## src/sv/fppid_pkg.sv

```systemverilog
// ----------------------------------------------------------------------------
// Fixed-point PID step package
// Shared types and constants: configuration register indexes, the
// configuration record and the reset values of the drive limits.
// ----------------------------------------------------------------------------
`default_nettype none

package fppid_pkg;

  localparam int unsigned CfgIdxBits = 3;
  localparam int unsigned GainBits   = 16;
  localparam int unsigned SampleBits = 16;
  localparam int unsigned ErrBits    = SampleBits + 1;

  // Configuration register indexes.
  typedef enum logic [CfgIdxBits-1:0] {
    REG_GAIN_PROP     = 3'd0,
    REG_GAIN_INTEG    = 3'd1,
    REG_GAIN_DERIV    = 3'd2,
    REG_DRIVE_FLOOR   = 3'd3,
    REG_DRIVE_CEILING = 3'd4
  } cfg_reg_e;

  typedef struct packed {
    logic        [GainBits-1:0]   gain_prop;
    logic        [GainBits-1:0]   gain_integ;
    logic        [GainBits-1:0]   gain_deriv;
    logic signed [SampleBits-1:0] drive_floor;
    logic signed [SampleBits-1:0] drive_ceiling;
  } cfg_t;

  localparam logic [SampleBits-1:0] DriveFloorReset   = 16'h8000;
  localparam logic [SampleBits-1:0] DriveCeilingReset = 16'h7FFF;

endpackage

`default_nettype wire

```

## src/sv/fppid_cfg_regs.sv

```systemverilog
// ----------------------------------------------------------------------------
// Fixed-point PID configuration registers
// Holds the three gains and the two drive limits, written over a simple
// valid/ready channel. Writes to unknown indexes are dropped.
// ----------------------------------------------------------------------------
`default_nettype none

module fppid_cfg_regs (
  input  wire logic                             clk_i,
  input  wire logic                             rst_ni,
  input  wire logic                             cfg_valid_i,
  output logic                                  cfg_ready_o,
  input  wire logic [fppid_pkg::CfgIdxBits-1:0] cfg_index_i,
  input  wire logic [fppid_pkg::GainBits-1:0]   cfg_data_i,
  output fppid_pkg::cfg_t                       cfg_o
);

  fppid_pkg::cfg_t cfg_q, cfg_d;

  // Registers can always take a write.
  assign cfg_ready_o = 1'b1;

  always_comb begin
    cfg_d = cfg_q;
    if (cfg_valid_i) begin
      case (fppid_pkg::cfg_reg_e'(cfg_index_i))
        fppid_pkg::REG_GAIN_PROP:     cfg_d.gain_prop     = cfg_data_i;
        fppid_pkg::REG_GAIN_INTEG:    cfg_d.gain_integ    = cfg_data_i;
        fppid_pkg::REG_GAIN_DERIV:    cfg_d.gain_deriv    = cfg_data_i;
        fppid_pkg::REG_DRIVE_FLOOR:   cfg_d.drive_floor   = $signed(cfg_data_i);
        fppid_pkg::REG_DRIVE_CEILING: cfg_d.drive_ceiling = $signed(cfg_data_i);
        default: ;
      endcase
    end
  end

  always_ff @(posedge clk_i or negedge rst_ni) begin
    if (!rst_ni) begin
      cfg_q.gain_prop     <= '0;
      cfg_q.gain_integ    <= '0;
      cfg_q.gain_deriv    <= '0;
      cfg_q.drive_floor   <= $signed(fppid_pkg::DriveFloorReset);
      cfg_q.drive_ceiling <= $signed(fppid_pkg::DriveCeilingReset);
    end else begin
      cfg_q <= cfg_d;
    end
  end

  assign cfg_o = cfg_q;

endmodule

`default_nettype wire

```

## src/sv/fppid_core.sv

```systemverilog
// ----------------------------------------------------------------------------
// Fixed-point PID arithmetic core
// Combinational step: error, three gain products, saturating integrator,
// clamped derivative, limit clamp and round-half-up to the drive value.
// ----------------------------------------------------------------------------
`default_nettype none

module fppid_core #(
  parameter int unsigned FRACTION_BITS = 8,
  parameter int unsigned ACC_BITS      = 32
) (
  input  wire fppid_pkg::cfg_t                           cfg_i,
  input  wire logic signed [fppid_pkg::SampleBits-1:0]   setpoint_i,
  input  wire logic signed [fppid_pkg::SampleBits-1:0]   feedback_i,
  input  wire logic signed [ACC_BITS-1:0]                acc_i,
  input  wire logic signed [fppid_pkg::SampleBits-1:0]   prev_setpoint_i,
  input  wire logic signed [fppid_pkg::ErrBits-1:0]      prev_error_i,
  output logic signed [ACC_BITS-1:0]                     acc_o,
  output logic signed [fppid_pkg::SampleBits-1:0]        prev_setpoint_o,
  output logic signed [fppid_pkg::ErrBits-1:0]           prev_error_o,
  output logic        [fppid_pkg::SampleBits-1:0]        drive_o
);

  localparam int unsigned SW  = fppid_pkg::SampleBits;
  localparam int unsigned EW  = fppid_pkg::ErrBits;
  localparam int unsigned PW  = EW + fppid_pkg::GainBits + 1;  // gain x error
  localparam int unsigned IW  = ((ACC_BITS > PW) ? ACC_BITS : PW) + 1;
  localparam int unsigned SUW = ((ACC_BITS > PW) ? ACC_BITS : PW) + 2;
  localparam int unsigned DW  = EW + 2;

  localparam logic signed [IW-1:0] AccMax =
    {{(IW-ACC_BITS+1){1'b0}}, {(ACC_BITS-1){1'b1}}};
  localparam logic signed [IW-1:0] AccMin =
    {{(IW-ACC_BITS+1){1'b1}}, {(ACC_BITS-1){1'b0}}};
  localparam logic signed [DW-1:0] DvMax = DW'(32767);
  localparam logic signed [DW-1:0] DvMin = -DW'(32768);

  logic signed [EW-1:0]  err;
  logic signed [PW-1:0]  p_prod, i_prod;
  logic signed [IW-1:0]  acc_sum, acc_sat;
  logic signed [ACC_BITS-1:0] i_term;
  logic signed [DW-1:0]  dv;
  logic signed [SW-1:0]  dv_clamp;
  logic signed [PW-2:0]  d_prod;
  logic                  integ_on, deriv_on;
  logic signed [SUW-1:0] sum, hi, lo, clamped, q;
  logic                  half;

  assign integ_on = (cfg_i.gain_integ != '0);
  assign deriv_on = (cfg_i.gain_deriv != '0);

  always_comb begin
    err    = EW'(setpoint_i) - EW'(feedback_i);
    p_prod = $signed({1'b0, cfg_i.gain_prop}) * PW'(err);
    i_prod = $signed({1'b0, cfg_i.gain_integ}) * PW'(err);

    // Integrator with saturation to the signed accumulator range.
    acc_sum = IW'(acc_i) + IW'(i_prod);
    if (acc_sum > AccMax) begin
      acc_sat = AccMax;
    end else if (acc_sum < AccMin) begin
      acc_sat = AccMin;
    end else begin
      acc_sat = acc_sum;
    end
    acc_o  = integ_on ? acc_sat[ACC_BITS-1:0] : acc_i;
    i_term = integ_on ? acc_sat[ACC_BITS-1:0] : '0;

    // Derivative on error minus setpoint change, clamped to 16 bits.
    dv = (DW'(err) - DW'(prev_error_i)) - (DW'(setpoint_i) - DW'(prev_setpoint_i));
    if (dv > DvMax) begin
      dv_clamp = SW'(DvMax);
    end else if (dv < DvMin) begin
      dv_clamp = SW'(DvMin);
    end else begin
      dv_clamp = dv[SW-1:0];
    end
    d_prod          = deriv_on ? ($signed({1'b0, cfg_i.gain_deriv}) * (PW-1)'(dv_clamp)) : '0;
    prev_setpoint_o = deriv_on ? setpoint_i : prev_setpoint_i;
    prev_error_o    = deriv_on ? err : prev_error_i;

    // Sum, clamp to the scaled limits (ceiling checked first), then round.
    sum = SUW'(p_prod) + SUW'(i_term) + SUW'(d_prod);
    hi  = SUW'(cfg_i.drive_ceiling) <<< FRACTION_BITS;
    lo  = SUW'(cfg_i.drive_floor) <<< FRACTION_BITS;
    if (sum > hi) begin
      clamped = hi;
    end else if (sum < lo) begin
      clamped = lo;
    end else begin
      clamped = sum;
    end
    q       = clamped >>> FRACTION_BITS;
    half    = clamped[FRACTION_BITS-1];
    drive_o = q[SW-1:0] + {{(SW-1){1'b0}}, half};
  end

endmodule

`default_nettype wire

```

## src/sv/fixed_point_pid_step.sv

```systemverilog
// ----------------------------------------------------------------------------
// Fixed-point PID step, top level
// One sample pair in, one rounded and saturated drive value out per beat.
// ----------------------------------------------------------------------------
//
//  Channel   Direction  Handshake                       Payload
//  s_axis    in         s_axis_tvalid_i/s_axis_tready_o setpoint, feedback
//  m_axis    out        m_axis_tvalid_o/m_axis_tready_i drive
//  cfg       in         cfg_valid_i/cfg_ready_o         index, 16-bit data
//
//  A new beat is taken every cycle while the result side is not stalled;
//  its result passes the input register, then the result register, before
//  it is offered.
//  The throughput is set by the single registered pass through the core:
//  the integrator and derivative history update at the edge that loads the
//  result, so the next beat in the input register sees the fresh state.
//  Reset clears the integrator, the derivative history, the gains and puts
//  the drive limits at the full 16-bit range.
//  A stalled result holds the result register; once the input register is
//  occupied as well it holds too and s_axis_tready_o drops until the result
//  leaves.
//
`default_nettype none

module fixed_point_pid_step #(
  parameter int unsigned FRACTION_BITS = 8,
  parameter int unsigned ACC_BITS      = 32
) (
  input  wire logic                             clk_i,
  input  wire logic                             rst_ni,
  // Input stream. tdata: [15:0] setpoint, [31:16] feedback.
  input  wire logic                             s_axis_tvalid_i,
  output logic                                  s_axis_tready_o,
  input  wire logic [31:0]                      s_axis_tdata_i,
  // Output stream. tdata: [15:0] drive.
  output logic                                  m_axis_tvalid_o,
  input  wire logic                             m_axis_tready_i,
  output logic [15:0]                           m_axis_tdata_o,
  // Configuration write channel.
  input  wire logic                             cfg_valid_i,
  output logic                                  cfg_ready_o,
  input  wire logic [fppid_pkg::CfgIdxBits-1:0] cfg_index_i,
  input  wire logic [fppid_pkg::GainBits-1:0]   cfg_data_i
);

  localparam int unsigned SW = fppid_pkg::SampleBits;
  localparam int unsigned EW = fppid_pkg::ErrBits;

  fppid_pkg::cfg_t cfg;

  // Input register.
  logic                 in_valid_q, in_valid_d;
  logic signed [SW-1:0] in_setpoint_q, in_feedback_q;

  // Result register.
  logic                 out_valid_q, out_valid_d;
  logic        [SW-1:0] drive_q;

  // Controller state.
  logic signed [ACC_BITS-1:0] acc_q, acc_d;
  logic signed [SW-1:0]       prev_setpoint_q, prev_setpoint_d;
  logic signed [EW-1:0]       prev_error_q, prev_error_d;
  logic        [SW-1:0]       drive_d;

  logic out_free, in_advance, in_take;

  fppid_cfg_regs u_cfg_regs (
    .clk_i       (clk_i),
    .rst_ni      (rst_ni),
    .cfg_valid_i (cfg_valid_i),
    .cfg_ready_o (cfg_ready_o),
    .cfg_index_i (cfg_index_i),
    .cfg_data_i  (cfg_data_i),
    .cfg_o       (cfg)
  );

  fppid_core #(
    .FRACTION_BITS (FRACTION_BITS),
    .ACC_BITS      (ACC_BITS)
  ) u_core (
    .cfg_i           (cfg),
    .setpoint_i      (in_setpoint_q),
    .feedback_i      (in_feedback_q),
    .acc_i           (acc_q),
    .prev_setpoint_i (prev_setpoint_q),
    .prev_error_i    (prev_error_q),
    .acc_o           (acc_d),
    .prev_setpoint_o (prev_setpoint_d),
    .prev_error_o    (prev_error_d),
    .drive_o         (drive_d)
  );

  // The result register can load when empty or when its beat leaves now.
  assign out_free        = !out_valid_q || m_axis_tready_i;
  assign in_advance      = in_valid_q && out_free;
  assign s_axis_tready_o = !in_valid_q || out_free;
  assign in_take         = s_axis_tvalid_i && s_axis_tready_o;

  always_comb begin
    in_valid_d  = s_axis_tready_o ? s_axis_tvalid_i : in_valid_q;
    out_valid_d = out_free ? in_valid_q : out_valid_q;
  end

  always_ff @(posedge clk_i or negedge rst_ni) begin
    if (!rst_ni) begin
      in_valid_q      <= 1'b0;
      out_valid_q     <= 1'b0;
      acc_q           <= '0;
      prev_setpoint_q <= '0;
      prev_error_q    <= '0;
    end else begin
      in_valid_q  <= in_valid_d;
      out_valid_q <= out_valid_d;
      // State moves only when a beat passes through the core.
      if (in_advance) begin
        acc_q           <= acc_d;
        prev_setpoint_q <= prev_setpoint_d;
        prev_error_q    <= prev_error_d;
      end
    end
  end

  // Payload registers carry no reset.
  always_ff @(posedge clk_i) begin
    if (in_take) begin
      in_setpoint_q <= $signed(s_axis_tdata_i[15:0]);
      in_feedback_q <= $signed(s_axis_tdata_i[31:16]);
    end
    if (in_advance) begin
      drive_q <= drive_d;
    end
  end

  assign m_axis_tvalid_o = out_valid_q;
  assign m_axis_tdata_o  = drive_q;

endmodule

`default_nettype wire

```

## config.mk

```make
export PLATFORM = sky130hd
export DESIGN_NAME = fixed_point_pid_step
export DESIGN_NICKNAME = d
export VERILOG_FILES = /design/src/sv/fppid_pkg.sv /design/src/sv/fppid_cfg_regs.sv /design/src/sv/fppid_core.sv /design/src/sv/fixed_point_pid_step.sv
export SDC_FILE = /design/constraint.sdc
export NUM_CORES = 2
export LEC_CHECK = 0
export ABC_AREA = 1
export ABC_CLOCK_PERIOD_IN_PS = 33500
export BUFFER_PORTS_ARGS = -buffer_cell sky130_fd_sc_hd__buf_2
export CORE_MARGIN = 10
export CORE_UTILIZATION = 40
export DETAILED_ROUTE_END_ITERATION = 16
export GPL_ROUTABILITY_DRIVEN = 0
export PLACE_DENSITY = 0.65
export SLEW_MARGIN = 20
export SYNTH_ARGS = -nofsm -noshare
export SYNTH_HDL_FRONTEND = slang
export SYNTH_SLANG_ARGS = --single-unit
```

## constraint.sdc

```tcl
create_clock -name clk_i -period 33.5 [get_ports clk_i]
set_input_delay 6.7 -clock clk_i [delete_from_list [all_inputs] [get_ports clk_i]]
set_output_delay 6.7 -clock clk_i [all_outputs]
set_load 0.02 [all_outputs]
```

==> flow_metrics.tcl <==
set metrics [dict create \
    timing.slew.headroom_pct 28.9 \
    cts_htree_levels 4 \
    setup_violations 0 \
    critPathMostFrequentCell "inv_1" \
    cts_tree "yes" \
    hp-class "reg -> reg" \
    post_drt_via_cell_ratio 5.20 \
    clockBufferDepth 2 \
    regArea_um2 5140 \
    fp-row-count 119 \
    numClockSinks 195 \
    synth.yosys.seq_area_share_pct 12.0 \
    layout_commonest_cell "inv_1" \
    layout.nets 6581 \
    wl_per_cell_um 18.9 \
    die_area_um2 120000 \
    clkTransAtPathRegs_ns 0.09 \
    nFillCells 10552 \
    drt-total-wl_um 126000 \
    multi_input_area_um2 32300 \
    initial_core_util_pct 40.4 \
    endpoint_kind "register" \
    postCtsHoldBufs 0 \
    grt-ovfl-total 0 \
    r2r_setup_slack_ns 11.97 \
    status "complete, no violations" \
    dp_hpwl_um 103000 \
    whs_path_depth 2 \
    cp.arrival_ns 21.81 \
    placement.io_buffers 73 \
    synthCells 5312 \
    cts_setup_buffers 0 \
    cp_slowest_stage_delay_ns 1.15 \
    core_area_um2 106000 \
    grt_max_degree 97 \
    maxCapViolations 0 \
    post_cts_resize_count 0 \
    crit_path_start_kind "register" \
    ys.warnings.count 0 \
    slew_violations 0 \
    cts_buffers 17 \
    syn_area_per_cell_um2 8.05 \
    crit_path_top_delay_cell "fa_1" \
    synth_seq_cells 195 \
    grt_pass1_wl_um 201000 \
    die_height_um 347 \
    grt_pass1_vias 36076 \
    tightest_slew_ns 1.07 \
    max_freq_mhz 46.4 \
    syn2layout_area_growth_pct 5.62 \
    design_area_um2 45200 \
    drc_errors 0 \
    synth.top_cell.area_share_pct 33.6 \
    num_vias 34754 \
    r2r-start "in_setpoint_q[0]" \
    rsz0062_at_grt "no" \
    drt_iter0_drc 2939 \
    min_period_ns 21.53 \
    pin_count 75 \
    hp-start "acc_q[28]" \
    postRouteAntennaNets 0 \
    synth_nets 6611 \
    hold_viol_final 0 \
    r2r_cells 87 \
    hold_path_end "acc_q[28]" \
    finalCritPeriodShare_pct 64.3 \
    insertion_delay_ns 0.53 \
    yosysTopAreaCell "fa_1" \
    antenna_found_initial 1 \
    rr_endpoint "m_axis_tdata_o[8]" \
    synthesis.area_um2 42800 \
    cts_root_buf "clkbuf_16" \
    synth.distinct_cells 58 \
    finalClockSkew_ns 0.0236 \
    dpl-instance-area_um2 44500 \
    setup_tns_ns 0 \
    grt_usage_pct 21.2 \
    die_width_um 347 \
    crit_type "reg -> reg" \
    synth_area_leaders "fa_1, ha_1, inv_1" \
    drive_gt1_share_pct 4.34 \
    crit_fanout 26 \
    final_cell_mix "inv_1, nand2_1, fa_1" \
    cp.required_ns 33.78 \
    dr.pass1.iters 6 \
]
-- worst max-delay path, delay by kind of cell, from the launching register on --
kind | cells | cell delay (ns)
adder cells (fa/ha/maj) | 22 | 10.20
AO/OA/AOI/OAI | 24 | 4.50
AND/OR/NAND/NOR | 20 | 3.22
buffers and inverters | 18 | 2.54
XOR/XNOR | 3 | 0.46
flip-flops | 1 | 0.34
-- cells in the mapped netlist (all sizes together) --
cell,count
xor2,84
nand3,101
a21boi,12
and2,1
nor2,370
o211ai,8
a221oi,2
a21oi,324
buf,58
xnor2,38
conb,1
o31ai,4
a2111oi,1
o21a,5
nand4,31
o21bai,13
o22ai,1
a21o,6
nor4b,1
nand2,1177
inv,1232
nor4,8
nor3b,1
o221ai,2
or3,1
nand3b,8
o21ai,203
ha,526
o221a,1
dfrtp,131
a211oi,7
clkbuf,107
or2,19
edfxtp,48
fa,717
o2111ai,4
dfstp,16
a31oi,16
clkinv,13
nor3,14
-- metrics by stage --
step | cells | util, % | setup WS [ns] | hold WS (ns)
after floorplan | 5312 | - | 15.38 | 0.449
after global placement | 6654 | 42.1 | 12.71 | 0.463
after detailed placement | 6654 | 42.1 | 12.22 | 0.465
after CTS | 6686 | 42.7 | 12.14 | 0.489
after global routing | 6686 | 42.7 | 10.23 | 0.520
final | 6688 | 42.7 | 11.97 | 0.487
-- how the worst max path moves through the flow --
stage	slack, ns	endpoint	cells after the start	start
5_1_grt	10.23	m_axis_tdata_o[14]	97	in_setpoint_q[2]
3_5_place_dp	12.22	m_axis_tdata_o[8]	87	in_setpoint_q[0]
2_1_floorplan	15.38	m_axis_tdata_o[14]	96	in_setpoint_q[0]
3_3_place_gp	12.71	m_axis_tdata_o[14]	88	in_setpoint_q[0]
4_1_cts	12.14	m_axis_tdata_o[14]	97	in_setpoint_q[2]
6_report	11.97	m_axis_tdata_o[8]	87	in_setpoint_q[0]
-- flip-flops by register name, indices dropped and copies added (netlist names) --
register / flops
u_cfg_regs.cfg_o: 80
acc_q: 32
prev_error_q: 17
in_feedback_q: 16
in_setpoint_q: 16
m_axis_tdata_o: 16
prev_setpoint_q: 16
in_valid_q: 1
m_axis_tvalid_o: 1
-- kinds of logic (layout without fill, tap and decap cells) --
group | after synthesis | in the layout | share of synthesized area, %
adder cells (fa/ha/maj) | 1243 | 1243 | 49.0
AO/OA/AOI/OAI | 609 | 609 | 7.68
other | 1 | 3 | 0.00877
buffers and inverters | 1410 | 1393 | 12.6
XOR/XNOR | 122 | 122 | 2.52
flip-flops | 195 | 195 | 12.0
AND/OR/NAND/NOR | 1732 | 1732 | 16.2
-- cell type report --
type	instances	area share (%)
Antenna cell	2	0.0111
Clock buffer	17	0.942
Clock inverter	15	0.435
Inverter	1245	10.3
Multi-Input combinational cell	3707	71.5
Sequential cell	195	11.4
Tap cell	1391	3.85
Timing Repair Buffer	116	1.54
-- layer usage --
layer  track usage (%)  share of wire [%]  up-vias
li1                  -                  -    15998
met1              26.6                 40    17071
met2              35.2                 47     1373
met3              3.84                7.9      312
met4              10.2                5.4        0
met5                 0                  0        -
Power is not shown: default switching activity piles up to over one toggle a cycle in this logic, so the estimate is an artifact.
